File: src/bmm_pkg.sv
// bmm_pkg: shared types, codes, constants and mirror tables of the banked memory map
// no dependencies; imported by every module and used by the channel interfaces
package bmm_pkg;

    localparam int ADDR_W      = 16;
    localparam int DATA_W      = 8;
    localparam int LATCH_W     = 8;
    localparam int FUNC_W      = 2;
    localparam int BANK_W      = 2;
    localparam int MODEL_W     = 2;
    localparam int SEG_W       = 3;
    localparam int OFF_W       = ADDR_W - SEG_W;
    localparam int SEG_CNT     = 1 << SEG_W;
    localparam int APB_DATA_W  = 32;
    localparam int APB_ADDR_W  = 3;
    localparam int QUEUE_DEPTH = 4;
    localparam int QUEUE_PTR_W = $clog2(QUEUE_DEPTH);
    localparam int QUEUE_CNT_W = $clog2(QUEUE_DEPTH + 1);

    localparam logic [ADDR_W-1:0] ROM_LOW_LIMIT   = 16'h6000;
    localparam logic [ADDR_W-1:0] ROM_SWITCH_ADDR = 16'hE000;
    localparam logic [ADDR_W-1:0] FLAT_WR_LIMIT   = 16'h4000;
    localparam logic [DATA_W-1:0] NO_BANK_BYTE    = 8'hFF;

    // register index of the one configuration register
    localparam logic [APB_ADDR_W-3:0] REG_MACHINE_MODEL = 1'b0;

    typedef enum logic [FUNC_W-1:0] {
        FUNC_READ    = 2'd0,
        FUNC_WRITE   = 2'd1,
        FUNC_PRELOAD = 2'd2,
        FUNC_NOP     = 2'd3
    } t_func;

    typedef enum logic [MODEL_W-1:0] {
        MODEL_FLAT = 2'd0,
        MODEL_48K  = 2'd1,
        MODEL_96K  = 2'd2,
        MODEL_128K = 2'd3
    } t_model;

    typedef enum logic [BANK_W-1:0] {
        BANK_ROM   = 2'd0,
        BANK_USER  = 2'd1,
        BANK_RB    = 2'd2,
        BANK_GREEN = 2'd3
    } t_bank;

    typedef enum logic [2:0] {
        SEL_NONE  = 3'd0,
        SEL_ROM   = 3'd1,
        SEL_USER  = 3'd2,
        SEL_RB    = 3'd3,
        SEL_GREEN = 3'd4
    } t_bank_sel;

    typedef struct packed {
        logic rom;
        logic user;
        logic rb;
        logic green;
    } t_bank_we;

    // one classified access, as it sits in the queue
    typedef struct packed {
        logic              is_read;
        logic              rom_forced;
        logic              rom_if_sw;
        t_bank_sel         alt;
        t_bank_we          we;
        logic [ADDR_W-1:0] addr_rom;
        logic [ADDR_W-1:0] addr_user;
        logic [ADDR_W-1:0] addr_vid;
        logic [DATA_W-1:0] wdata;
    } t_entry;

    typedef struct packed {
        logic full;
        logic empty;
    } t_queue_stat;

    // segment increments of the mirror tables, added to address bits 15:13
    localparam logic [SEG_W-1:0] USER_RD_SEG [SEG_CNT] = '{
        3'd4, 3'd4, 3'd1, 3'd0, 3'd0, 3'd7, 3'd5, 3'd4
    };
    localparam logic [SEG_W-1:0] USER_WR_SEG [SEG_CNT] = '{
        3'd4, 3'd3, 3'd1, 3'd0, 3'd0, 3'd7, 3'd5, 3'd4
    };
    localparam logic [SEG_W-1:0] VIDEO_SEG [SEG_CNT] = '{
        3'd5, 3'd4, 3'd4, 3'd3, 3'd1, 3'd0, 3'd0, 3'd7
    };

    function automatic logic [ADDR_W-1:0] mirror_addr(
        input logic [ADDR_W-1:0] a,
        input logic [SEG_W-1:0]  inc
    );
        logic [SEG_W-1:0] seg;
        seg = a[ADDR_W-1:OFF_W] + inc;
        return {seg, a[OFF_W-1:0]};
    endfunction

endpackage

File: src/bmm_fifo.sv
// bmm_fifo: short queue of classified accesses between front and back
// depends on bmm_pkg
module bmm_fifo (
    input  logic                 i_clk,
    input  logic                 i_rst_n,
    input  logic                 i_push,
    input  bmm_pkg::t_entry      i_entry,
    input  logic                 i_pop,
    output bmm_pkg::t_entry      o_entry,
    output bmm_pkg::t_queue_stat o_stat
);
    import bmm_pkg::*;

    t_entry                 r_slot [QUEUE_DEPTH];
    logic [QUEUE_PTR_W-1:0] r_wr_ptr, n_wr_ptr;
    logic [QUEUE_PTR_W-1:0] r_rd_ptr, n_rd_ptr;
    logic [QUEUE_CNT_W-1:0] r_count, n_count;
    logic                   do_push;
    logic                   do_pop;

    assign o_stat.full  = (r_count == QUEUE_CNT_W'(QUEUE_DEPTH));
    assign o_stat.empty = (r_count == '0);
    assign o_entry      = r_slot[r_rd_ptr];

    assign do_push = i_push && !o_stat.full;
    assign do_pop  = i_pop && !o_stat.empty;

    always_comb begin
        n_wr_ptr = do_push ? r_wr_ptr + 1'b1 : r_wr_ptr;
        n_rd_ptr = do_pop  ? r_rd_ptr + 1'b1 : r_rd_ptr;
        n_count  = r_count + QUEUE_CNT_W'(do_push) - QUEUE_CNT_W'(do_pop);
    end

    always_ff @(posedge i_clk) begin
        if (!i_rst_n) begin
            r_wr_ptr <= '0;
            r_rd_ptr <= '0;
            r_count  <= '0;
        end else begin
            r_wr_ptr <= n_wr_ptr;
            r_rd_ptr <= n_rd_ptr;
            r_count  <= n_count;
        end
    end

    always_ff @(posedge i_clk) begin
        if (do_push) begin
            r_slot[r_wr_ptr] <= i_entry;
        end
    end

endmodule

File: config.mk
export PLATFORM = sky130hd
export DESIGN_NAME = bmm_fifo
export DESIGN_NICKNAME = d
export VERILOG_FILES = /design/src/bmm_pkg.sv /design/src/bmm_fifo.sv
export SDC_FILE = /design/constraint.sdc
export NUM_CORES = 1
export LEC_CHECK = 0
export ABC_AREA = 1
export BUFFER_PORTS_ARGS = -buffer_cell sky130_fd_sc_hd__buf_2
export CAP_MARGIN = 20
export CELL_PAD_IN_SITES_DETAIL_PLACEMENT = 2
export CELL_PAD_IN_SITES_GLOBAL_PLACEMENT = 2
export CORE_ASPECT_RATIO = 1.2
export CORE_MARGIN = 3
export CORE_UTILIZATION = 39
export CTS_BUF_LIST = sky130_fd_sc_hd__clkbuf_4 sky130_fd_sc_hd__clkbuf_8 sky130_fd_sc_hd__clkbuf_16
export DETAILED_ROUTE_END_ITERATION = 8
export GPL_ROUTABILITY_DRIVEN = 0
export HOLD_SLACK_MARGIN = 0.06
export PLACE_DENSITY_LB_ADDON = 0.15
export SYNTH_ARGS = -nofsm -noshare
export SYNTH_HDL_FRONTEND = slang
export SYNTH_SLANG_ARGS = --single-unit
File: constraint.sdc
create_clock -name i_clk -period 10.6 [get_ports i_clk]
set_clock_uncertainty 0.05 [all_clocks]
set_input_delay 2.65 -clock i_clk [delete_from_list [all_inputs] [get_ports i_clk]]
set_output_delay 2.65 -clock i_clk [all_outputs]
set_load 0.05 [all_outputs]
==> out/results.tsv <==
stage	metric	value	unit
outcome	outcome	complete, no violations	
floorplanning	Initial Util	0.399	
route	Remaining DRCs	0	
cells_and_area	area grow syn2layout	17.4	%
placed_design	HPWL after DPL	16.5	mm
route	Initial DRC Count	321	
setup_path	r2r setup slk	7.79	ns
clocking	Post-CTS Setup Inserts	0	
clocking	Root Driver	clkbuf_16	
synth	register area share after synthesis	0.746	
floorplanning	core footprint	27300	sq um
global_routing	first-pass GRT wire length	43.1	mm
timing	Final Hold Violating Endpoints	0	
min_path	hold worst-path end	r_rd_ptr[0]$_SDFFE_PN0P_	
global_routing	GRT overflow	0	
clocking	Inserted Clock Buffers	29	
synth	cell count after synthesis	706	
synth	count of cell types in the netlist	23	
placed_design	Area after DPL	11800	sq um
floorplanning	die area	29900	sq um
synth	cell area after synthesis	10900	sq um
pwr	Power Dens Cells	272	nW/um^2
timing	Max Slew Vio Count	0	
route	vias	6378	
timing	RSZ-0062 raised after global routing	false	
synth	Seq cells post-synth	273	
cells_and_area	Finished Cell Area	12800	sq um
floorplanning	die height	189	microns
min_path	Hold Path Stages	2	
clocking	clock-pin slew on the worst setup and hold paths	0.06	ns
global_routing	initial antenna violation count	6	
route	WL final	28.2	mm
setup_path	R2R cell count	5	
cells_and_area	layout cells sized above 1	0.338	
setup_path	R2R Path Start	r_count[1]$_SDFF_PN0_	
timing	fin crit share	0.580	
clocking	Skew-Pair Late Insertion Delay	0.53	ns
cells_and_area	number of nets in the layout	918	
timing	final setup vio count	0	
route	drt pass-1 iters	4	
global_routing	Total GRT Usage	0.188	
route	routed len/inst	23.4	microns
timing	setup TNS	0	ns
clocking	CTS sink cnt	273	
synth	syn_area_per_cell	15.4	sq um
global_routing	number of global-route vias before repair	7351	
synth	YS warnings	0	
synth	Net Count, Synth	783	
clocking	CTS Hold Buffers Added	0	
clocking	Clock Tree Buf Depth	3	
setup_path	worst path required time	7.90	ns
clocking	CTS tree	yes	
timing	Least-Margin Pin Slew	1.04	ns
min_path	Hold Crit Class	reg2reg	
run	max cap viols	0	
timing	Final min period	6.15	ns
setup_path	critical path class	reg2out	
timing	Slew HR	0.307	
min_path	hold_sp	r_rd_ptr[0]$_SDFFE_PN0P_	
route	antenna-violating nets left	0	
setup_path	crit start category	register	
floorplanning	# rows	66	
route	Vias/cell	5.29	
placed_design	Port-buffer cells	137	
floorplanning	chip width	158	microns
global_routing	pin count of the biggest net entering global routing	96	
setup_path	Critical Path Fanout Max	95	
cells_and_area	post-layout util	0.468	
floorplanning	Ports	138	
pwr	Pleak	4.39	nW
setup_path	Arr. time, crit path	3.45	ns
setup_path	CP Capture Type	output pin	
setup_path	reg2reg end	r_slot[1][49]$_DFFE_PP_	
pwr	worst vdd ir	0.179	mV
cells_and_area	Fillers	2626	
clocking	H-Tree Depth	1	
timing	Fmax achieved	163	MHz
clocking	CTS resizes	0	
[final cells by class]
type,instances,area [sq um],area share
well taps,340,425,0.0334
clock buffers,34,763,0.0599
inverters,19,76.3,0.00599
flip-flops and latches,273,8110,0.636
clock inverters,20,179,0.0140
multi-input cells,372,2420,0.190
repair buffers,146,773,0.0606
diodes,2,5.00,0.000392
[worst max-delay path: stages, from the launching register on]
cell	delay, ns
dfxtp_4	0.54
inv_6	0.84
buf_4	0.74
o21ai_0	0.26
o22ai_2	0.21
buf_2	0.30
[Yosys cell counts]
master	count	area [sq um]
clkbuf_1	22	82.6
nand3_1	4	20.0
buf_6	5	56.3
nor2_2	6	37.5
o22ai_1	26	163
nand2_1	14	52.6
nor2_4	40	450
a21oi_1	5	25.0
inv_1	17	63.8
edfxtp_1	264	7930
o21ai_2	4	35.0
ha_1	6	75.1
buf_2	9	45.0
buf_4	1	7.51
o22ai_2	40	500
inv_2	1	3.75
buf_12	5	100
nor2_1	98	368
fa_1	1	20.0
o21ai_1	10	50.1
o21ai_0	118	591
dfxtp_1	9	180
inv_6	1	8.76
[flip-flops by register name, indices dropped and copies added, names as in the netlist, named ones only]
signal	flops
r_slot	264
r_count	3
r_rd_ptr	2
r_wr_ptr	2
[logic make-up (layout without fill, tap and decap cells)]
| logic type | after synthesis | in the layout | share of synthesized area |
|---|---|---|---|
| AOI/OAI and AO/OA | 203 | 203 | 0.126 |
| adders and majority gates | 7 | 7 | 0.00875 |
| buffers and inverters | 61 | 219 | 0.0339 |
| DFF | 273 | 273 | 0.746 |
| other | 0 | 2 | 0 |
| and+or+nand+nor | 162 | 162 | 0.0855 |
[worst max path at each step]
stage              from                     end  slack, ns
3_3_place_gp   register             o_entry[23]       5.16
5_1_grt        register             o_entry[28]       4.18
4_1_cts        register             o_entry[28]       4.36
3_5_place_dp   register             o_entry[28]       5.00
6_report       register             o_entry[23]       4.45
2_1_floorplan    i_push  r_slot[0][0]$_DFFE_PP_       4.53
[routing by layer]
layer	wire (microns)	share of wire	up-vias	global-route usage
met4	484	0.017	8	0.0410
met3	1280	0.045	39	0.0361
li1	-	-	2910	-
met1	10900	0.39	3300	0.216
met5	48	0.0017	-	0
met2	15500	0.55	121	0.359
[placed cells by master (no fill, tap or decap)]
cell        instances
nor2_2              6
ha_1                6
buf_16              1
buf_2             137
clkinv_1            6
diode_2             2
inv_6               2
clkinv_2            7
dfxtp_2             1
o22ai_2            40
nand2_1            14
nor2_1             94
nor2_4             44
edfxtp_1          264
inv_2               1
clkinvlp_4          3
bufinv_16           3
o21ai_1            10
o21ai_0           118
dfxtp_1             7
o22ai_1            26
fa_1                1
dfxtp_4             1
nand3_1             4
clkbuf_16          29
a21oi_1             5
buf_4               8
clkbuf_4            5
o21ai_2             4
inv_1              17
[stage by stage]
stage               setup WS [ns]  hold WS, ns  instances  total power, mW
floorplan                    4.53        0.398        706             2.23
global placement             5.16        0.424       1149             2.46
detailed placement           5.00        0.437       1150             2.51
CTS                          4.36        0.454       1204             3.52
global route                 4.18        0.492       1206             3.64
finish                       4.45        0.450       1206             3.47
[where the power goes]
part	total, mW	internal (mW)	leakage [nW]	switching, mW
clock network	0.996	0.587	0.465	0.409
logic	1.10	0.239	1.43	0.862
registers	1.37	1.32	2.49	0.0552
total	3.47	2.14	4.39	1.33
Power figures use the tool's default switching activity.
