**src/bmm_pkg.sv**
```systemverilog
// bmm_pkg: shared types, codes, constants and mirror tables of the banked memory map
// no dependencies; imported by every module and used by the channel interfaces
package bmm_pkg;

    localparam int ADDR_W      = 16;
    localparam int DATA_W      = 8;
    localparam int LATCH_W     = 8;
    localparam int FUNC_W      = 2;
    localparam int BANK_W      = 2;
    localparam int MODEL_W     = 2;
    localparam int SEG_W       = 3;
    localparam int OFF_W       = ADDR_W - SEG_W;
    localparam int SEG_CNT     = 1 << SEG_W;
    localparam int APB_DATA_W  = 32;
    localparam int APB_ADDR_W  = 3;
    localparam int QUEUE_DEPTH = 4;
    localparam int QUEUE_PTR_W = $clog2(QUEUE_DEPTH);
    localparam int QUEUE_CNT_W = $clog2(QUEUE_DEPTH + 1);

    localparam logic [ADDR_W-1:0] ROM_LOW_LIMIT   = 16'h6000;
    localparam logic [ADDR_W-1:0] ROM_SWITCH_ADDR = 16'hE000;
    localparam logic [ADDR_W-1:0] FLAT_WR_LIMIT   = 16'h4000;
    localparam logic [DATA_W-1:0] NO_BANK_BYTE    = 8'hFF;

    // register index of the one configuration register
    localparam logic [APB_ADDR_W-3:0] REG_MACHINE_MODEL = 1'b0;

    typedef enum logic [FUNC_W-1:0] {
        FUNC_READ    = 2'd0,
        FUNC_WRITE   = 2'd1,
        FUNC_PRELOAD = 2'd2,
        FUNC_NOP     = 2'd3
    } t_func;

    typedef enum logic [MODEL_W-1:0] {
        MODEL_FLAT = 2'd0,
        MODEL_48K  = 2'd1,
        MODEL_96K  = 2'd2,
        MODEL_128K = 2'd3
    } t_model;

    typedef enum logic [BANK_W-1:0] {
        BANK_ROM   = 2'd0,
        BANK_USER  = 2'd1,
        BANK_RB    = 2'd2,
        BANK_GREEN = 2'd3
    } t_bank;

    typedef enum logic [2:0] {
        SEL_NONE  = 3'd0,
        SEL_ROM   = 3'd1,
        SEL_USER  = 3'd2,
        SEL_RB    = 3'd3,
        SEL_GREEN = 3'd4
    } t_bank_sel;

    typedef struct packed {
        logic rom;
        logic user;
        logic rb;
        logic green;
    } t_bank_we;

    // one classified access, as it sits in the queue
    typedef struct packed {
        logic              is_read;
        logic              rom_forced;
        logic              rom_if_sw;
        t_bank_sel         alt;
        t_bank_we          we;
        logic [ADDR_W-1:0] addr_rom;
        logic [ADDR_W-1:0] addr_user;
        logic [ADDR_W-1:0] addr_vid;
        logic [DATA_W-1:0] wdata;
    } t_entry;

    typedef struct packed {
        logic full;
        logic empty;
    } t_queue_stat;

    // segment increments of the mirror tables, added to address bits 15:13
    localparam logic [SEG_W-1:0] USER_RD_SEG [SEG_CNT] = '{
        3'd4, 3'd4, 3'd1, 3'd0, 3'd0, 3'd7, 3'd5, 3'd4
    };
    localparam logic [SEG_W-1:0] USER_WR_SEG [SEG_CNT] = '{
        3'd4, 3'd3, 3'd1, 3'd0, 3'd0, 3'd7, 3'd5, 3'd4
    };
    localparam logic [SEG_W-1:0] VIDEO_SEG [SEG_CNT] = '{
        3'd5, 3'd4, 3'd4, 3'd3, 3'd1, 3'd0, 3'd0, 3'd7
    };

    function automatic logic [ADDR_W-1:0] mirror_addr(
        input logic [ADDR_W-1:0] a,
        input logic [SEG_W-1:0]  inc
    );
        logic [SEG_W-1:0] seg;
        seg = a[ADDR_W-1:OFF_W] + inc;
        return {seg, a[OFF_W-1:0]};
    endfunction

endpackage

```
**src/bmm_if.sv**
```systemverilog
// bmm_if: request and response channel interfaces of the banked memory map
// depends on bmm_pkg for field widths
interface bmm_req_if;
    logic                         valid;
    logic                         ready;
    logic [bmm_pkg::FUNC_W-1:0]   func;
    logic [bmm_pkg::ADDR_W-1:0]   address;
    logic [bmm_pkg::DATA_W-1:0]   write_data;
    logic [bmm_pkg::LATCH_W-1:0]  bank_ctl;
    logic [bmm_pkg::LATCH_W-1:0]  video_ctl;
    logic [bmm_pkg::BANK_W-1:0]   preload_bank;

    modport source (
        output valid, func, address, write_data, bank_ctl, video_ctl, preload_bank,
        input  ready
    );
    modport sink (
        input  valid, func, address, write_data, bank_ctl, video_ctl, preload_bank,
        output ready
    );
endinterface


```
**src/bmm_front.sv**
```systemverilog
// bmm_front: takes requests and classifies them into bank selects, enables and addresses
// depends on bmm_pkg and bmm_req_if
module bmm_front (
    bmm_req_if.sink              i_req,
    input  bmm_pkg::t_model      i_model,
    input  bmm_pkg::t_queue_stat i_qstat,
    output logic                 o_push,
    output bmm_pkg::t_entry      o_entry
);
    import bmm_pkg::*;

    logic [ADDR_W-1:0]  a;
    logic [LATCH_W-1:0] bl;
    logic [LATCH_W-1:0] vl;
    logic [SEG_W-1:0]   seg;
    logic [ADDR_W-1:0]  mir_user_rd;
    logic [ADDR_W-1:0]  mir_user_wr;
    logic [ADDR_W-1:0]  mir_vid;
    t_entry             ent;

    assign i_req.ready = !i_qstat.full;
    assign o_push      = i_req.valid && !i_qstat.full;
    assign o_entry     = ent;

    assign a   = i_req.address;
    assign bl  = i_req.bank_ctl;
    assign vl  = i_req.video_ctl;
    assign seg = a[ADDR_W-1:OFF_W];

    assign mir_user_rd = mirror_addr(a, USER_RD_SEG[seg]);
    assign mir_user_wr = mirror_addr(a, USER_WR_SEG[seg]);
    assign mir_vid     = mirror_addr(a, VIDEO_SEG[seg]);

    always_comb begin
        ent            = '0;
        ent.alt        = SEL_NONE;
        ent.addr_rom   = a;
        ent.addr_user  = a;
        ent.addr_vid   = a;
        ent.wdata      = i_req.write_data;
        case (t_func'(i_req.func))
            FUNC_READ: begin
                ent.is_read = 1'b1;
                case (i_model)
                    MODEL_FLAT: begin
                        ent.rom_forced = 1'b1;
                    end
                    MODEL_128K: begin
                        ent.rom_forced = !bl[3] && (a < ROM_LOW_LIMIT);
                        ent.rom_if_sw  = !bl[3];
                        if (bl[1]) begin
                            ent.alt = SEL_RB;
                        end else if (!bl[2]) begin
                            ent.alt = SEL_USER;
                        end
                    end
                    default: begin
                        ent.rom_forced = !bl[4] && (a < ROM_LOW_LIMIT);
                        ent.rom_if_sw  = !bl[4] && (a >= ROM_SWITCH_ADDR);
                        ent.addr_user  = (i_model == MODEL_96K) ? a : mir_user_rd;
                        ent.addr_vid   = mir_vid;
                        if (!bl[5]) begin
                            ent.alt = SEL_USER;
                        end else if (bl[6] && !vl[2]) begin
                            ent.alt = SEL_RB;
                        end else if (bl[6] && !vl[3]) begin
                            ent.alt = SEL_GREEN;
                        end
                    end
                endcase
            end
            FUNC_WRITE: begin
                case (i_model)
                    MODEL_FLAT: begin
                        ent.we.rom = (a >= FLAT_WR_LIMIT);
                    end
                    MODEL_128K: begin
                        ent.we.user = !bl[7];
                        ent.we.rb   = bl[6];
                    end
                    default: begin
                        ent.addr_user = (i_model == MODEL_96K) ? a : mir_user_wr;
                        ent.addr_vid  = mir_vid;
                        ent.we.user   = !bl[0];
                        ent.we.rb     = bl[1] && !vl[2];
                        ent.we.green  = bl[2] && !vl[3];
                    end
                endcase
            end
            FUNC_PRELOAD: begin
                case (t_bank'(i_req.preload_bank))
                    BANK_ROM:   ent.we.rom   = 1'b1;
                    BANK_USER:  ent.we.user  = 1'b1;
                    BANK_RB:    ent.we.rb    = 1'b1;
                    BANK_GREEN: ent.we.green = 1'b1;
                    default:    ent.we       = '0;
                endcase
            end
            default: begin
                ent.is_read = 1'b0;
            end
        endcase
    end

endmodule

```
**src/flat_wrapper.sv**
```systemverilog
// flat-port wrapper written by rule: the top's interface ports become plain ports
module bmm_front_flat import bmm_pkg::*;
  (i_model, i_qstat, o_push, o_entry, i_req_valid, i_req_func, i_req_address, i_req_write_data, i_req_bank_ctl, i_req_video_ctl, i_req_preload_bank, i_req_ready);
  bmm_req_if i_req_i ();
  input  bmm_pkg::t_model i_model;
  input  bmm_pkg::t_queue_stat i_qstat;
  output logic o_push;
  output bmm_pkg::t_entry o_entry;
  input wire logic [$bits(i_req_i.valid)-1:0] i_req_valid;
  input wire logic [$bits(i_req_i.func)-1:0] i_req_func;
  input wire logic [$bits(i_req_i.address)-1:0] i_req_address;
  input wire logic [$bits(i_req_i.write_data)-1:0] i_req_write_data;
  input wire logic [$bits(i_req_i.bank_ctl)-1:0] i_req_bank_ctl;
  input wire logic [$bits(i_req_i.video_ctl)-1:0] i_req_video_ctl;
  input wire logic [$bits(i_req_i.preload_bank)-1:0] i_req_preload_bank;
  output wire logic [$bits(i_req_i.ready)-1:0] i_req_ready;
  assign i_req_i.valid = i_req_valid;
  assign i_req_i.func = i_req_func;
  assign i_req_i.address = i_req_address;
  assign i_req_i.write_data = i_req_write_data;
  assign i_req_i.bank_ctl = i_req_bank_ctl;
  assign i_req_i.video_ctl = i_req_video_ctl;
  assign i_req_i.preload_bank = i_req_preload_bank;
  assign i_req_ready = i_req_i.ready;
  bmm_front u_core (.i_req(i_req_i), .i_model(i_model), .i_qstat(i_qstat), .o_push(o_push), .o_entry(o_entry));
endmodule
```
**config.mk**
```make
export PLATFORM = sky130hd
export DESIGN_NAME = bmm_front_flat
export DESIGN_NICKNAME = d
export VERILOG_FILES = /design/src/bmm_pkg.sv /design/src/bmm_if.sv /design/src/bmm_front.sv /design/src/flat_wrapper.sv
export SDC_FILE = /design/constraint.sdc
export NUM_CORES = 1
export LEC_CHECK = 0
export BUFFER_PORTS_ARGS = -buffer_cell sky130_fd_sc_hd__buf_2
export CAP_MARGIN = 20
export CORE_MARGIN = 2
export CORE_UTILIZATION = 36
export DETAILED_ROUTE_END_ITERATION = 10
export PLACE_DENSITY_LB_ADDON = 0.1
export SLEW_MARGIN = 10
export SYNTH_ARGS = -nofsm -noshare
export SYNTH_HDL_FRONTEND = slang
export SYNTH_SLANG_ARGS = --single-unit
```
**constraint.sdc**
```tcl
create_clock -name vclk -period 4.05
set_clock_uncertainty 0.2 [all_clocks]
set_input_delay 0.81 -clock vclk [all_inputs]
set_output_delay 0.81 -clock vclk [all_outputs]
set_load 0.05 [all_outputs]
```
==> results of run 1 <==
[power by group through the flow]
stage               Sequential, mW  Combinational [mW]  Clock, mW
floorplan                        0               0.221          0
global placement                 0               0.231          0
finish                           0               0.232          0
global route                     0               0.245          0
detailed placement               0               0.232          0
CTS                              0               0.233          0
[kinds of logic (layout without fill, tap and decap cells)]
kind of cell | Yosys count | after routing | synth area share, %
buf+inv | 62 | 105 | 41.62
simple gates | 35 | 35 | 20.03
compound gates | 24 | 24 | 16.17
fa+ha+maj | 14 | 14 | 17.61
xor+xnor | 3 | 3 | 2.534
mux | 2 | 2 | 2.051
[layout by cell type (no fill, tap or decap), drive strengths merged, types with 2 or more instances in the layout]
cell type  Yosys  routed
xnor2          3       3
a22o           2       2
inv            8       8
ha            13      13
a21boi         4       4
nand4b         3       3
nor2           3       3
nand3          3       3
o211ai         3       3
a21oi          4       4
nor4           2       2
nand2b         2       2
nand2          8       8
o21ai          5       5
nor2b          4       4
buf           54      97
[final timing paths]
check	startpoint	end	slack (ps)	depth (start not counted)
worst min-delay path	i_req_write_data[1]	o_entry[1]	1420	0
worst max-delay path	i_req_address[13]	o_entry[38]	230	9
[cell type report]
| class | count | area (sq um) |
|---|---|---|
| multi-input combinational | 78 | 605.6 |
| fill | 287 | 1590 |
| timing repair buffer | 97 | 493.0 |
| tap | 31 | 38.79 |
| inverter | 8 | 30.03 |
[stage by stage]
step	total power [mW]	setup slack [ps]	util [%]
after detailed placement	0.2324	226.4	42.33
after floorplan	0.2215	61.06	-
final	0.2316	230.6	42.33
after global routing	0.2446	140.8	42.33
after global placement	0.2313	247.9	42.33
after CTS	0.2328	222.4	42.33
[layer usage]
layer	track usage [%]	part of all wire (%)
met1	17.71	43
met2	20.62	48
met3	0.6696	8.6
met4	1.329	0.51
met5	0	0
==> results.json, run 1 <==
{
  "crit_family": "adder cells",
  "antenna_left": 0,
  "dpl.hpwl_microns": 2078,
  "end_kind": "output port",
  "dieArea_sq_um": 3326,
  "grt_pass1_vias": 814,
  "antenna_found_initial": 0,
  "register_area_sq_um": 0,
  "pwr-share-seq_pct": 0,
  "yosysTopAreaCell": "buf_4",
  "first_iter_violations": 28,
  "finalHoldViolCount": 0,
  "grt_usage_pct": 12.21,
  "hold_class": "in2out",
  "fp.dieW_microns": 57.68,
  "drc": 0,
  "max_cap_viol_count": 0,
  "final_cell_area_sq_um": 1167,
  "drive_gt1_share_pct": 55.19,
  "synth.most_common_cell": "buf_4",
  "finalWorstPathRequiredPeriod_ps": 3819,
  "die_height_microns": 57.68,
  "portBuffers": 94,
  "initial_core_util_pct": 37.61,
  "synth_area_sq_um": 1037,
  "postCtsHoldBufs": 0,
  "tns_ps": 0,
  "power.leakage_nw": 0.6758,
  "seq_cells": 0,
  "antennaDiodeCount": 0,
  "dp.cells": 214,
  "worstPathArrival_ps": 2810,
  "slew_viol_final": 0,
  "max_freq_mhz": 261.8,
  "critPathSlowestCell": "fa_1",
  "gp_congestion": 0.7784,
  "worst_pin_slew_ps": 413.4,
  "num-nets-final": 248,
  "fin_cells": 214,
  "postCtsSetupBuffers": 0,
  "area_growth_pct": 12.55,
  "rsz0062_at_grt": "false",
  "setup_viol": 0,
  "slowest_delay_ps": 430,
  "synth_top_area_share_pct": 36.19,
  "cp_max_fo": 4,
  "ctsResizeCount": 0,
  "syn-mean-instance-area_sq_um": 7.409,
  "period_share_pct": 94.31,
  "vdd_ir_drop_max_mv": 0.1464,
  "coreArea_sq_um": 2758,
  "vias": 1015,
  "ys_top_cells_by_count": "buf_4 (50), ha_1 (13), inv_1 (8), nand2_1 (8)",
  "internal_power_uw": 60.48,
  "power.share.clock_pct": 0,
  "synthCells": 140,
  "whs_ps": 1420,
  "crit_path_start_kind": "input port",
  "critPathRequiredTime_ps": 3040,
  "wire_per_inst_microns": 11.04,
  "io_pins": 117,
  "ys_seq_area_share_pct": 0,
  "grt_max_degree": 13,
  "slew_headroom_pct": 72.44,
  "power.density_nw_per_um2": 198.4,
  "crit_chain": "buf_2 > inv_1 > ha_1 > mux2_2 > ha_1 > fa_1 > a22o_1 > a22o_1 > buf_2",
  "rows": 19,
  "synthesis.nets": 203,
  "post_dp_cell_area_sq_um": 1167,
  "synth_warnings": 0,
  "synth_cell_type_count": 38,
  "cp.buffers_inverters": 3,
  "combPwrFrac_pct": 100.0,
  "critPathKind": "in2out",
  "sw_frac_of_total_pct": 73.89,
  "drt_first_pass_iters": 4,
  "grt_first_pass_wirelength_microns": 3456,
  "clock_buffers": 0,
  "status": "finished clean",
  "via_per_inst": 4.743,
  "synth.top_cells.by_area": "buf_4 (36%), ha_1 (16%), a21boi_0 (2.9%)",
  "p_sw_uw": 171.2,
  "grt_overflow_total": 0,
  "routed_wirelength_microns": 2362
}
(Power assumes the default switching activity.)
==> inputs of run 2 (changes only) <==
--- a/config.mk
+++ b/config.mk
@@ -10,7 +10,8 @@
 export CORE_MARGIN = 2
 export CORE_UTILIZATION = 36
 export DETAILED_ROUTE_END_ITERATION = 10
-export PLACE_DENSITY_LB_ADDON = 0.1
+export GPL_ROUTABILITY_DRIVEN = 0
+export PLACE_DENSITY = 0.83
 export SLEW_MARGIN = 10
 export SYNTH_ARGS = -nofsm -noshare
 export SYNTH_HDL_FRONTEND = slang
==> run 2 against run 1 <==
Against the previous run:
- global-route usage decreased by 0.28 points
- power about the same
- critical endpoint unchanged
- non-clock buffer count unchanged
- worst setup slack got worse by 5.7 ps
- final cell count unchanged
- utilization unchanged
- die area unchanged
- fmax decreased by 0.15%
==> results.json, run 2 (synthesis results as in run 1) <==
{
  "critPathKind": "in2out",
  "tns_ps": 0,
  "num-nets-final": 248,
  "postCtsHoldBufs": 0,
  "dp.cells": 214,
  "period_share_pct": 94.45,
  "grt_overflow_total": 0,
  "layout_commonest_cell": "buf_2",
  "clock_buffers": 0,
  "wire_per_inst_microns": 10.82,
  "hold_class": "in2out",
  "grt_first_pass_wirelength_microns": 3381,
  "rsz0062_at_grt": "false",
  "slew_headroom_pct": 71.57,
  "final_cell_area_sq_um": 1167,
  "wl_met2_microns": 1049,
  "area_growth_pct": 12.55,
  "initial_core_util_pct": 37.61,
  "io_pins": 117,
  "rows": 19,
  "crit_path_start_kind": "input port",
  "worstPathArrival_ps": 2820,
  "fin_cells": 214,
  "dpl.hpwl_microns": 1996,
  "multi_input_area_sq_um": 605.6,
  "max_freq_mhz": 261.4,
  "grt_usage_pct": 11.93,
  "vdd_ir_drop_max_mv": 0.1729,
  "drc": 0,
  "via_per_inst": 4.621,
  "portBuffers": 94,
  "slew_viol_final": 0,
  "fp.dieW_microns": 57.68,
  "die_height_microns": 57.68,
  "power.leakage_nw": 0.6758,
  "drive_gt1_share_pct": 55.19,
  "met1_length_microns": 1053,
  "finalWorstPathRequiredPeriod_ps": 3825,
  "status": "finished clean",
  "crit_chain": "buf_2 > inv_1 > ha_1 > mux2_2 > ha_1 > fa_1 > a22o_1 > a22o_1 > buf_2",
  "antennaDiodeCount": 0,
  "antenna_found_initial": 0,
  "register_area_sq_um": 0,
  "setup_viol": 0,
  "layout_common_cells": "buf_2 (94), ha_1 (13), inv_1 (8), nand2_1 (8)",
  "dieArea_sq_um": 3326,
  "post_dp_cell_area_sq_um": 1167,
  "worst_pin_slew_ps": 426.5,
  "postCtsSetupBuffers": 0,
  "grt_max_degree": 13,
  "ctsResizeCount": 0,
  "first_iter_violations": 24,
  "power.density_nw_per_um2": 198.6,
  "end_kind": "output port",
  "grt_pass1_vias": 819,
  "vias": 989,
  "drt_first_pass_iters": 4,
  "antenna_left": 0,
  "critPathRequiredTime_ps": 3040,
  "cp_max_fo": 4,
  "route.met3.wl_microns": 212,
  "coreArea_sq_um": 2758,
  "finalHoldViolCount": 0,
  "critPathSlowestCell": "fa_1",
  "slowest_delay_ps": 430,
  "routed_wirelength_microns": 2315,
  "seq_cells": 0,
  "highest_layer": "met3",
  "max_cap_viol_count": 0,
  "n_fill_cell": 293
}
## run 2: cell counts in the layout (fill, tap and decap cells not counted)
No cell type changed its count.
## run 2: final timing paths
check                 cells after the start                 from     endpoint
worst max-delay path                      9    i_req_address[14]  o_entry[38]
worst min-delay path                      0  i_req_write_data[0]   o_entry[0]
## run 2: area by class of cell
cell class                 count  area share, %
multi-input combinational     78          51.88
tap                           31          3.323
inverter                       8          2.572
timing repair buffer          97          42.23
## run 2: where the power goes
part	total [mW]	internal (mW)	switching, mW
combinational	0.232	0.0607	0.171
sequential	0	0	0
clock	0	0	0
total	0.232	0.0607	0.171
## run 2: layer usage
layer  track usage [%]  up-vias
li1                  -      516
met1             17.30      429
met2             20.45       44
met3             1.116        0
met4                 0        0
met5                 0        -
## run 2: metrics by stage
stage | utilization (%) | power [mW] | hold WS (ps) | setup slack [ps]
6_report | 42.33 | 0.2318 | 1420 | 225.0
5_1_grt | 42.33 | 0.2455 | 1420 | 145.5
4_1_cts | 42.33 | 0.2330 | 1420 | 229.2
3_5_place_dp | 42.33 | 0.2326 | 1420 | 230.6
3_3_place_gp | 42.33 | 0.2300 | 1420 | 284.5
2_1_floorplan | - | 0.2215 | 1587 | 61.06
## run 2: worst max-delay path, delay by kind of cell
kind,cells,cell delay [ps]
buffers and inverters,3,420
AO/OA/AOI/OAI,2,370
multiplexers,1,280
adder cells (fa/ha/maj),3,910
